--- config.mk ---
export PLATFORM = sky130hd
export DESIGN_NAME = keyboard_modifier_repeat_tracker_core
export DESIGN_NICKNAME = d
export VERILOG_FILES = /design/src/hdl/kbmrt_pkg.sv /design/src/hdl/kbmrt_ram.sv /design/src/hdl/kbmrt_event_logic.sv /design/src/hdl/keyboard_modifier_repeat_tracker_core.sv
export SDC_FILE = /design/constraint.sdc
export NUM_CORES = 1
export LEC_CHECK = 0
export BUFFER_PORTS_ARGS = -buffer_cell sky130_fd_sc_hd__buf_2
export CAP_MARGIN = 20
export CORE_ASPECT_RATIO = 0.75
export CORE_MARGIN = 2
export CORE_UTILIZATION = 66
export CTS_BUF_LIST = sky130_fd_sc_hd__clkbuf_16
export CTS_CLUSTER_DIAMETER = 40
export DETAILED_ROUTE_END_ITERATION = 10
export GPL_TIMING_DRIVEN = 0
export PLACE_DENSITY = 0.84
export SETUP_SLACK_MARGIN = 0.05
export SLEW_MARGIN = 20
export SYNTH_ARGS = -nofsm -noshare
export SYNTH_HDL_FRONTEND = slang
export SYNTH_SLANG_ARGS = --single-unit
--- constraint.sdc ---
create_clock -name clk -period 29.9 [get_ports clk]
set_input_delay 5.98 -clock clk [delete_from_list [all_inputs] [get_ports clk]]
set_output_delay 5.98 -clock clk [all_outputs]
set_load 0.05 [all_outputs]
--- src/hdl/kbmrt_pkg.sv ---
// ---------------------------------------------------------------------------
// kbmrt_pkg
// Shared types and constants of the keyboard modifier / repeat tracker.
// ---------------------------------------------------------------------------
package kbmrt_pkg;

	localparam int NUM_KEYS_DEF = 512;

	localparam int KEY_W   = 9;
	localparam int DEV_W   = 8;
	localparam int MODS_W  = 12;
	localparam int TIME_W  = 16;
	localparam int ELAP_W  = 17;
	localparam int CIDX_W  = 4;

	localparam logic [KEY_W-1:0]  MOD_BASE   = 9'd300;
	localparam logic [KEY_W-1:0]  MOD_COUNT  = 9'd12;
	localparam logic [3:0]        LOCK_COUNT = 4'd3;
	localparam logic [ELAP_W-1:0] ELAP_MAX   = 17'h1FFFF;

	// configuration register indexes
	localparam logic [CIDX_W-1:0] CFG_DELAY    = 4'd0;
	localparam logic [CIDX_W-1:0] CFG_INTERVAL = 4'd1;

	typedef enum logic [1:0] {
		OP_KEY      = 2'd0,
		OP_TICK     = 2'd1,
		OP_SET_MODS = 2'd2,
		OP_QUERY    = 2'd3
	} op_t;

	typedef struct packed {
		op_t               op;
		logic [KEY_W-1:0]  key_code;
		logic              pressed;
		logic [DEV_W-1:0]  source_device;
		logic [MODS_W-1:0] new_mods;
	} item_t;

	// tracker state other than the key table
	typedef struct packed {
		logic [MODS_W-1:0] mods;
		logic              rep_active;
		logic              rep_first;
		logic [ELAP_W-1:0] rep_elapsed;
		logic [KEY_W-1:0]  rep_key;
		logic [MODS_W-1:0] rep_mods;
		logic [DEV_W-1:0]  rep_device;
	} state_t;

	typedef struct packed {
		logic              event_valid;
		logic              event_is_repeat;
		logic              event_down;
		logic [DEV_W-1:0]  event_device;
		logic [KEY_W-1:0]  event_key;
		logic [MODS_W-1:0] event_mods;
		logic [MODS_W-1:0] current_mods;
		logic              key_is_down;
	} result_t;

	// key table update requested by one item
	typedef struct packed {
		logic en;
		logic data;
	} tbl_wr_t;

endpackage

--- src/hdl/kbmrt_ram.sv ---
// ---------------------------------------------------------------------------
// kbmrt_ram
// Generic single-write, single-read RAM with registered read data.
// ---------------------------------------------------------------------------
module kbmrt_ram #(
	parameter int WIDTH = 1,
	parameter int DEPTH = kbmrt_pkg::NUM_KEYS_DEF
) (
	input  logic                     clk,
	input  logic                     we,
	input  logic [$clog2(DEPTH)-1:0] waddr,
	input  logic [WIDTH-1:0]         wdata,
	input  logic                     re,
	input  logic [$clog2(DEPTH)-1:0] raddr,
	output logic [WIDTH-1:0]         rdata
);

	logic [WIDTH-1:0] mem_q [DEPTH];

	always_ff @(posedge clk) begin
		if (we) begin
			mem_q[waddr] <= wdata;
		end
		if (re) begin
			rdata <= mem_q[raddr];
		end
	end

endmodule

--- src/hdl/kbmrt_event_logic.sv ---
// ---------------------------------------------------------------------------
// kbmrt_event_logic
// Per-item decision logic: modifier mask, key table update, repeat slot.
// ---------------------------------------------------------------------------
module kbmrt_event_logic #(
	parameter int NUM_KEYS = kbmrt_pkg::NUM_KEYS_DEF
) (
	input  kbmrt_pkg::item_t                 item,
	input  logic                             stored_down,
	input  kbmrt_pkg::state_t                st,
	input  logic [kbmrt_pkg::TIME_W-1:0]     repeat_delay,
	input  logic [kbmrt_pkg::TIME_W-1:0]     repeat_interval,
	output kbmrt_pkg::state_t                st_nxt,
	output kbmrt_pkg::tbl_wr_t               tbl_wr,
	output kbmrt_pkg::result_t               res
);

	logic                            in_range;
	logic                            is_mod;
	logic                            is_lock;
	logic [kbmrt_pkg::KEY_W-1:0]     mod_off;
	logic [kbmrt_pkg::MODS_W-1:0]    mod_bit;
	logic [kbmrt_pkg::MODS_W-1:0]    newmod;
	logic [kbmrt_pkg::MODS_W-1:0]    evm;
	logic                            down_eff;
	logic                            arm;
	logic                            ignore_ev;
	logic                            changed;
	logic [kbmrt_pkg::ELAP_W-1:0]    elap_inc;

	always_comb begin
		in_range = ({23'd0, item.key_code} < 32'(NUM_KEYS));
		mod_off = item.key_code - kbmrt_pkg::MOD_BASE;
		is_mod  = (item.key_code >= kbmrt_pkg::MOD_BASE)
			&& (mod_off < kbmrt_pkg::MOD_COUNT);
		is_lock = is_mod && (mod_off[3:0] < kbmrt_pkg::LOCK_COUNT);
		mod_bit = is_mod ? (kbmrt_pkg::MODS_W'(1) << mod_off[3:0]) : '0;

		newmod    = st.mods;
		evm       = st.mods;
		down_eff  = item.pressed;
		arm       = 1'b0;
		ignore_ev = 1'b0;
		if (item.pressed) begin
			if (is_lock) begin
				newmod   = st.mods ^ mod_bit;
				down_eff = |(newmod & mod_bit);
				evm      = newmod;
			end else if (is_mod) begin
				newmod = st.mods | mod_bit;
			end else begin
				arm = 1'b1;
			end
		end else if (is_lock) begin
			ignore_ev = 1'b1;
		end else begin
			newmod = st.mods & ~mod_bit;
			evm    = newmod;
		end
		changed = !ignore_ev && (stored_down != down_eff);

		elap_inc = (st.rep_elapsed == kbmrt_pkg::ELAP_MAX)
			? st.rep_elapsed : st.rep_elapsed + 1'b1;

		st_nxt = st;
		tbl_wr = '0;
		res    = '0;

		unique case (item.op)
			kbmrt_pkg::OP_KEY: begin
				if (in_range && !ignore_ev) begin
					if (!down_eff && st.rep_active && st.rep_key == item.key_code) begin
						st_nxt.rep_active = 1'b0;
						st_nxt.rep_first  = 1'b0;
					end
					if (changed) begin
						tbl_wr.en   = 1'b1;
						tbl_wr.data = down_eff;
						st_nxt.mods = newmod;
						if (arm && repeat_delay != '0) begin
							st_nxt.rep_active  = 1'b1;
							st_nxt.rep_first   = 1'b1;
							st_nxt.rep_elapsed = '0;
							st_nxt.rep_key     = item.key_code;
							st_nxt.rep_mods    = evm;
							st_nxt.rep_device  = item.source_device;
						end
						if (item.source_device != '0) begin
							res.event_valid  = 1'b1;
							res.event_down   = down_eff;
							res.event_device = item.source_device;
							res.event_key    = item.key_code;
							res.event_mods   = evm;
						end
					end
				end
			end
			kbmrt_pkg::OP_TICK: begin
				if (st.rep_active) begin
					st_nxt.rep_elapsed = elap_inc;
					if (st.rep_first) begin
						if (elap_inc > {1'b0, repeat_delay}) begin
							st_nxt.rep_first   = 1'b0;
							st_nxt.rep_elapsed = '0;
						end
					end else if (elap_inc > {1'b0, repeat_interval}) begin
						st_nxt.rep_elapsed  = '0;
						res.event_valid     = 1'b1;
						res.event_is_repeat = 1'b1;
						res.event_down      = 1'b1;
						res.event_device    = st.rep_device;
						res.event_key       = st.rep_key;
						res.event_mods      = st.rep_mods;
					end
				end
			end
			kbmrt_pkg::OP_SET_MODS: begin
				st_nxt.mods = item.new_mods;
			end
			kbmrt_pkg::OP_QUERY: begin
				res.key_is_down = in_range && stored_down;
			end
			default: begin
				st_nxt = st;
			end
		endcase
		res.current_mods = st_nxt.mods;
	end

endmodule

--- src/hdl/keyboard_modifier_repeat_tracker_core.sv ---
// ---------------------------------------------------------------------------
// keyboard_modifier_repeat_tracker_core
// Key down table, modifier mask and typematic repeat slot on a stream.
// ---------------------------------------------------------------------------
// One word in, one word out. The block takes a word every cycle unless stalled
// by the output or the sweep: the word is registered in stage 1 together with
// its key table read, decided in one pass of logic and the result is then
// registered in the output register, from which it is offered.
// The output register lets the next word in while a result waits, so a full
// rate stream needs m_axis_tready high; stalls only pause the flow. The key
// table is one block RAM (NUM_KEYS x 1, one write and one registered read
// per cycle); a write made in the same cycle as the next word's read is
// forwarded, so back-to-back events on one key are exact. After reset the
// table is swept to zero, one entry a cycle; input ready stays low until
// the sweep ends, configuration writes are taken throughout.
// Registers (write only while the stream is idle): index 0 repeat delay,
// index 1 repeat interval, both in ms; writing either cancels a repeat.
// Other indexes are accepted and ignored.
module keyboard_modifier_repeat_tracker_core #(
	parameter int NUM_KEYS = kbmrt_pkg::NUM_KEYS_DEF
) (
	input  logic        clk,
	input  logic        arst_n,

	input  logic        s_axis_tvalid,
	output logic        s_axis_tready,
	// [8:0] key_code, [9] pressed, [17:10] source_device, [29:18] new_mods
	input  logic [31:0] s_axis_tdata,
	// [1:0] op
	input  logic [1:0]  s_axis_tuser,

	output logic        m_axis_tvalid,
	input  logic        m_axis_tready,
	// [0] event_down, [8:1] event_device, [17:9] event_key, [29:18] event_mods,
	// [41:30] current_mods, [42] key_is_down, rest zero
	output logic [47:0] m_axis_tdata,
	// [0] event_valid, [1] event_is_repeat
	output logic [1:0]  m_axis_tuser,

	input  logic                            cfg_valid,
	output logic                            cfg_ready,
	input  logic [kbmrt_pkg::CIDX_W-1:0]    cfg_index,
	input  logic [kbmrt_pkg::TIME_W-1:0]    cfg_data
);

	localparam int AW = $clog2(NUM_KEYS);

	// input word unpacked
	kbmrt_pkg::item_t in_item;
	assign in_item.op            = kbmrt_pkg::op_t'(s_axis_tuser);
	assign in_item.key_code      = s_axis_tdata[8:0];
	assign in_item.pressed       = s_axis_tdata[9];
	assign in_item.source_device = s_axis_tdata[17:10];
	assign in_item.new_mods      = s_axis_tdata[29:18];

	// clearing sweep after reset
	logic          clearing_q;
	logic [AW-1:0] clr_cnt_q;

	// stage 1: registered word, RAM read data arrives alongside
	logic             v_s1;
	kbmrt_pkg::item_t item_s1;
	logic             lw_valid_s1;   // write made at this word's read edge
	logic [AW-1:0]    lw_addr_s1;
	logic             lw_data_s1;

	// output register
	logic               out_v_q;
	kbmrt_pkg::result_t out_q;

	// state and registers
	kbmrt_pkg::state_t          st_q;
	kbmrt_pkg::state_t          st_nxt;
	kbmrt_pkg::state_t          st_upd;
	logic [kbmrt_pkg::TIME_W-1:0] delay_q;
	logic [kbmrt_pkg::TIME_W-1:0] interval_q;

	kbmrt_pkg::tbl_wr_t tbl_wr;
	kbmrt_pkg::result_t res;

	logic          accept;
	logic          adv;
	logic          ram_we;
	logic [AW-1:0] ram_waddr;
	logic          ram_wdata;
	logic          ram_rdata;
	logic          stored_down;
	logic          cfg_hit;

	// stage 1 moves on when the output register is free or being emptied
	assign adv           = v_s1 && (!out_v_q || m_axis_tready);
	assign s_axis_tready = !clearing_q && (!v_s1 || adv);
	assign accept        = s_axis_tvalid && s_axis_tready;
	assign cfg_ready     = 1'b1;
	assign cfg_hit       = cfg_valid && (cfg_index == kbmrt_pkg::CFG_DELAY
		|| cfg_index == kbmrt_pkg::CFG_INTERVAL);

	// table write port: sweep during clearing, else the retiring word
	always_comb begin
		if (clearing_q) begin
			ram_we    = 1'b1;
			ram_waddr = clr_cnt_q;
			ram_wdata = 1'b0;
		end else begin
			ram_we    = adv && tbl_wr.en;
			ram_waddr = AW'(item_s1.key_code);
			ram_wdata = tbl_wr.data;
		end
	end

	kbmrt_ram #(
		.WIDTH(1),
		.DEPTH(NUM_KEYS)
	) u_key_tbl (
		.clk  (clk),
		.we   (ram_we),
		.waddr(ram_waddr),
		.wdata(ram_wdata),
		.re   (accept),
		.raddr(AW'(in_item.key_code)),
		.rdata(ram_rdata)
	);

	// the write made while this word was read is not in the read data
	assign stored_down = (lw_valid_s1 && lw_addr_s1 == AW'(item_s1.key_code))
		? lw_data_s1 : ram_rdata;

	kbmrt_event_logic #(
		.NUM_KEYS(NUM_KEYS)
	) u_logic (
		.item           (item_s1),
		.stored_down    (stored_down),
		.st             (st_q),
		.repeat_delay   (delay_q),
		.repeat_interval(interval_q),
		.st_nxt         (st_nxt),
		.tbl_wr         (tbl_wr),
		.res            (res)
	);

	// clearing sweep
	always_ff @(posedge clk or negedge arst_n) begin
		if (!arst_n) begin
			clearing_q <= 1'b1;
			clr_cnt_q  <= '0;
		end else if (clearing_q) begin
			clr_cnt_q <= clr_cnt_q + 1'b1;
			if (clr_cnt_q == AW'(NUM_KEYS - 1)) begin
				clearing_q <= 1'b0;
			end
		end
	end

	// stage 1 control
	always_ff @(posedge clk or negedge arst_n) begin
		if (!arst_n) begin
			v_s1        <= 1'b0;
			lw_valid_s1 <= 1'b0;
		end else if (accept) begin
			v_s1        <= 1'b1;
			lw_valid_s1 <= adv && tbl_wr.en;
		end else if (adv) begin
			v_s1 <= 1'b0;
		end
	end

	// stage 1 payload
	always_ff @(posedge clk) begin
		if (accept) begin
			item_s1    <= in_item;
			lw_addr_s1 <= AW'(item_s1.key_code);
			lw_data_s1 <= tbl_wr.data;
		end
	end

	// output register
	always_ff @(posedge clk or negedge arst_n) begin
		if (!arst_n) begin
			out_v_q <= 1'b0;
		end else if (adv) begin
			out_v_q <= 1'b1;
		end else if (m_axis_tready) begin
			out_v_q <= 1'b0;
		end
	end

	always_ff @(posedge clk) begin
		if (adv) begin
			out_q <= res;
		end
	end

	// next tracker state; a register write cancels any repeat in progress
	always_comb begin
		st_upd = adv ? st_nxt : st_q;
		if (cfg_hit) begin
			st_upd.rep_active = 1'b0;
			st_upd.rep_first  = 1'b0;
		end
	end

	// tracker state and configuration registers
	always_ff @(posedge clk or negedge arst_n) begin
		if (!arst_n) begin
			st_q       <= '0;
			delay_q    <= '0;
			interval_q <= '0;
		end else begin
			st_q <= st_upd;
			if (cfg_valid && cfg_index == kbmrt_pkg::CFG_DELAY) begin
				delay_q <= cfg_data;
			end
			if (cfg_valid && cfg_index == kbmrt_pkg::CFG_INTERVAL) begin
				interval_q <= cfg_data;
			end
		end
	end

	assign m_axis_tvalid = out_v_q;
	assign m_axis_tuser  = {out_q.event_is_repeat, out_q.event_valid};
	assign m_axis_tdata  = {5'd0, out_q.key_is_down, out_q.current_mods,
		out_q.event_mods, out_q.event_key, out_q.event_device, out_q.event_down};

endmodule

==> impl_metrics.yaml <==
synth:
  synth.largest_area_cell: "edfxtp_1"
  ys_types: 68
  synth_top_area_share_pct: 54.9
  syn_area_sq_um: 32800
  syn_inst: 2497
  ys_ff_latch: 705
  synth.yosys.seq_area_share_pct: 62.9
  synth_adder_area_share_pct: 2.74
  synth_xor_area_share_pct: 0.800
  synthMuxAreaShare_pct: 12.1
  ys_warn_count: 0
  synth_top_family_by_area: "simple AND/OR/NAND/NOR gates"
  synth_compound_area_share_pct: 5.54
  synthArstFlopShare_pct: 14.9
  yosys-top-cells-count: "edfxtp_1 (600), nor2_1 (551), nand2_1 (192), mux4_2 (128), clkbuf_1 (111)"
  yosys_most_used_dff: "edfxtp_1"
  synth_edf_count: 600
  avgSynthCellArea_sq_um: 13.2
  synth.most_common_cell: "edfxtp_1"
  synth.area.top_cells: "edfxtp_1 (55%), mux4_2 (8.8%), dfrtp_1 (7.9%)"
  synthSimpleGateAreaFrac_pct: 12.6
power:
  vdd_ir_drop_max_mv: 0.0579
  p_leak_nw: 13.2
  powerDensity_nw_per_um2: 63.8
clock_network:
  post_cts_buffers: 0
  cts-root-buf: "clkbuf_16"
  cts_tree: "done"
  cts.sinks: 705
  clkSlewWorstSetupHoldPaths_ps: 60
  cts_max_path_buffers: 3
  hold_buffers: 0
  numCtsBuffers: 76
  cts-resized-gates: 0
  htreeDepth: 3
  insertion_delay_ps: 630
route:
  post_drt_wl_per_cell_microns: 26.8
  drcViolationCount: 0
  routed_wl_mm: 91.3
  num_vias: 22900
  drtPass1Iterations: 10
  ant_nets: 0
  via_per_inst: 6.72
  drtIter0Drc: 3800
setup_path:
  critPathArrivalTime_ps: 6600
  path_cells: "buf_2 -> nor2b_1 -> a21oi_1 -> buf_2"
  cp-start-kind: "input port"
  r2r_start: "item_s1[27]"
  cpPeakStageDelay_ps: 300
  cp_slowest_cell: "buf_2"
  reg2reg_slack_ps: 23650
  reg2reg_to: "u_key_tbl.mem_q[289]"
  rr_worst_depth: 21
  path_max_fanout: 2
  crit_top_cell: "buf_2"
  required_ps: 23920
  crit_type: "input port to primary output"
  end_kind: "primary output"
sta:
  fin_crit_sh_pct: 42.1
  fin_crit_ps: 12580
  rsz0062_at_grt: "no"
  finalHoldViolCount: 0
  finalMaxSlewViolations: 0
  max_slew_margin_pct: 15.6
  tightestPinTransition_ps: 1270
  max_freq_mhz: 79.5
  worst_clock_skew_ps: 24.7
  setup_viol: 0
  fin_setup_tns_ps: 0
floorplanning:
  coreArea_sq_um: 49000
  ios: 112
  design.die.area_sq_um: 51600
  fp.dieW_microns: 262
  initial_core_util_pct: 67.1
  die_y_microns: 197
  rows: 70
min_path:
  min_path_type: "flop to flop"
  whs_path_depth: 0
  hold-path-endpoint: "lw_addr_s1[7]"
  holdCritStartpoint: "item_s1[28]"
layout:
  stdcell_area_sq_um: 37100
  final_nets: 2830
  area_delta_synth_final_pct: 12.9
  nFillCells: 2824
  final_layout_size_suffix_gt1_share_pct: 19.5
global_route:
  grt_max_degree: 81
  track_usage_pct: 36.0
  overflow: 0
  antenna_found_initial: 2
  grt_pass1_vias: 22200
  grt_pass1_wl_mm: 134
place:
  routabilityCongestion: 1.00
  hpwlAfterDp_mm: 61.5
  io_buffers: 103
  post_dp_cell_area_sq_um: 34600
flow_run:
  max_cap_viol_count: 0
outcome:
  status: "finished, final reports clean"
==> layout make-up <==
class | count | area, sq um | share of cell area [%]
antenna | 1 | 2.50 | 0.00675
timing repair buffer | 120 | 905 | 2.44
multi-input combinational | 1545 | 11100 | 30.1
inverter | 70 | 263 | 0.709
clock inverter | 59 | 460 | 1.24
buffer | 181 | 838 | 2.26
tap | 648 | 811 | 2.19
sequential | 705 | 20600 | 55.7
clock buffer | 80 | 2000 | 5.40
==> worst max-delay path by stage <==
stage             startpoint                   end  cells past startpoint
2_1_floorplan    item_s1[23]    u_key_tbl.mem_q[0]                     17
5_1_grt        m_axis_tready         s_axis_tready                      4
3_5_place_dp   m_axis_tready         s_axis_tready                      4
3_3_place_gp     item_s1[23]  u_key_tbl.mem_q[186]                     17
4_1_cts        m_axis_tready         s_axis_tready                      4
6_report       m_axis_tready         s_axis_tready                      4
==> where the power goes <==
group	leakage, nW	switching [mW]	internal [mW]
Sequential	7.03	0.0366	1.11
Combinational	4.94	0.185	0.101
Clock	1.23	0.410	0.519
==> metrics by stage <==
step,power [mW],std cells,hold slack (ps),util (%),setup WS (ps)
6_report,2.36,3409,444,75.7,17320
5_1_grt,2.42,3408,470,75.7,17240
4_1_cts,2.35,3408,445,75.7,17320
3_5_place_dp,1.44,3269,432,70.7,17340
3_3_place_gp,1.43,3252,427,69.8,5400
2_1_floorplan,1.35,2501,421,-,12570
==> critical path: cells and delay by family <==
family / cells / cell delay, ps
compound gates: 1 / 180
buf+inv: 2 / 390
simple gates: 1 / 50
==> registers in the layout, summed over array words and instances, names as in the netlist <==
signal and flops:
clr_cnt_q 9, u_key_tbl.rdata 1, lw_valid_s1 1, st_q 60
lw_addr_s1 9, clearing_q 1, u_key_tbl.mem_q 512, m_axis_tvalid 1
v_s1 1, item_s1 32, delay_q 16, interval_q 16
m_axis_tdata 43, lw_data_s1 1, m_axis_tuser 2
==> layout by cell type, fill, tap and decap left out, types with 10 or more instances in the layout <==
cell       Yosys  routed
edfxtp_1     600     600
nor2_1       551     550
nand2_1      192     192
buf_2         50     152
mux4_2       128     128
clkbuf_1     111     105
dfrtp_1      104     104
inv_1         70      81
clkbuf_16      0      80
ha_1          72      72
mux2i_1       62      62
o21ai_0       62      62
mux2_2        43      43
a21oi_1       35      35
nand3_1       28      28
nand2b_1      28      28
nor2_2        24      24
a22o_1        23      23
a221o_1       23      23
xnor2_1       19      19
and3_1        18      18
and2_1        17      17
a21o_1        17      17
nand4_1       15      15
a211oi_1      15      15
o221ai_1      13      13
xor2_1        11      11
nor4_1        11      11
clkinv_2       0      11
o2bb2ai_1     10      10
nand3_2       10      10
==> layer usage <==
layer  vias up  routed length [microns]  track usage (%)
li1       9531                        -                -
met1     11200                    33000             49.9
met2      1775                    40500             52.8
met3       356                    13600             12.3
met4         0                     4190             15.3
met5         -                        0                0
==> logic make-up after synthesis <==
kind of cell | count (synthesis)
adders and majority gates | 72
DFF | 705
other | 2
muxes | 233
AOI/OAI and AO/OA | 255
xor gates and xnor gates | 30
and+or+nand+nor | 949
buffers and inverters | 251
(Power assumes the default switching activity.)
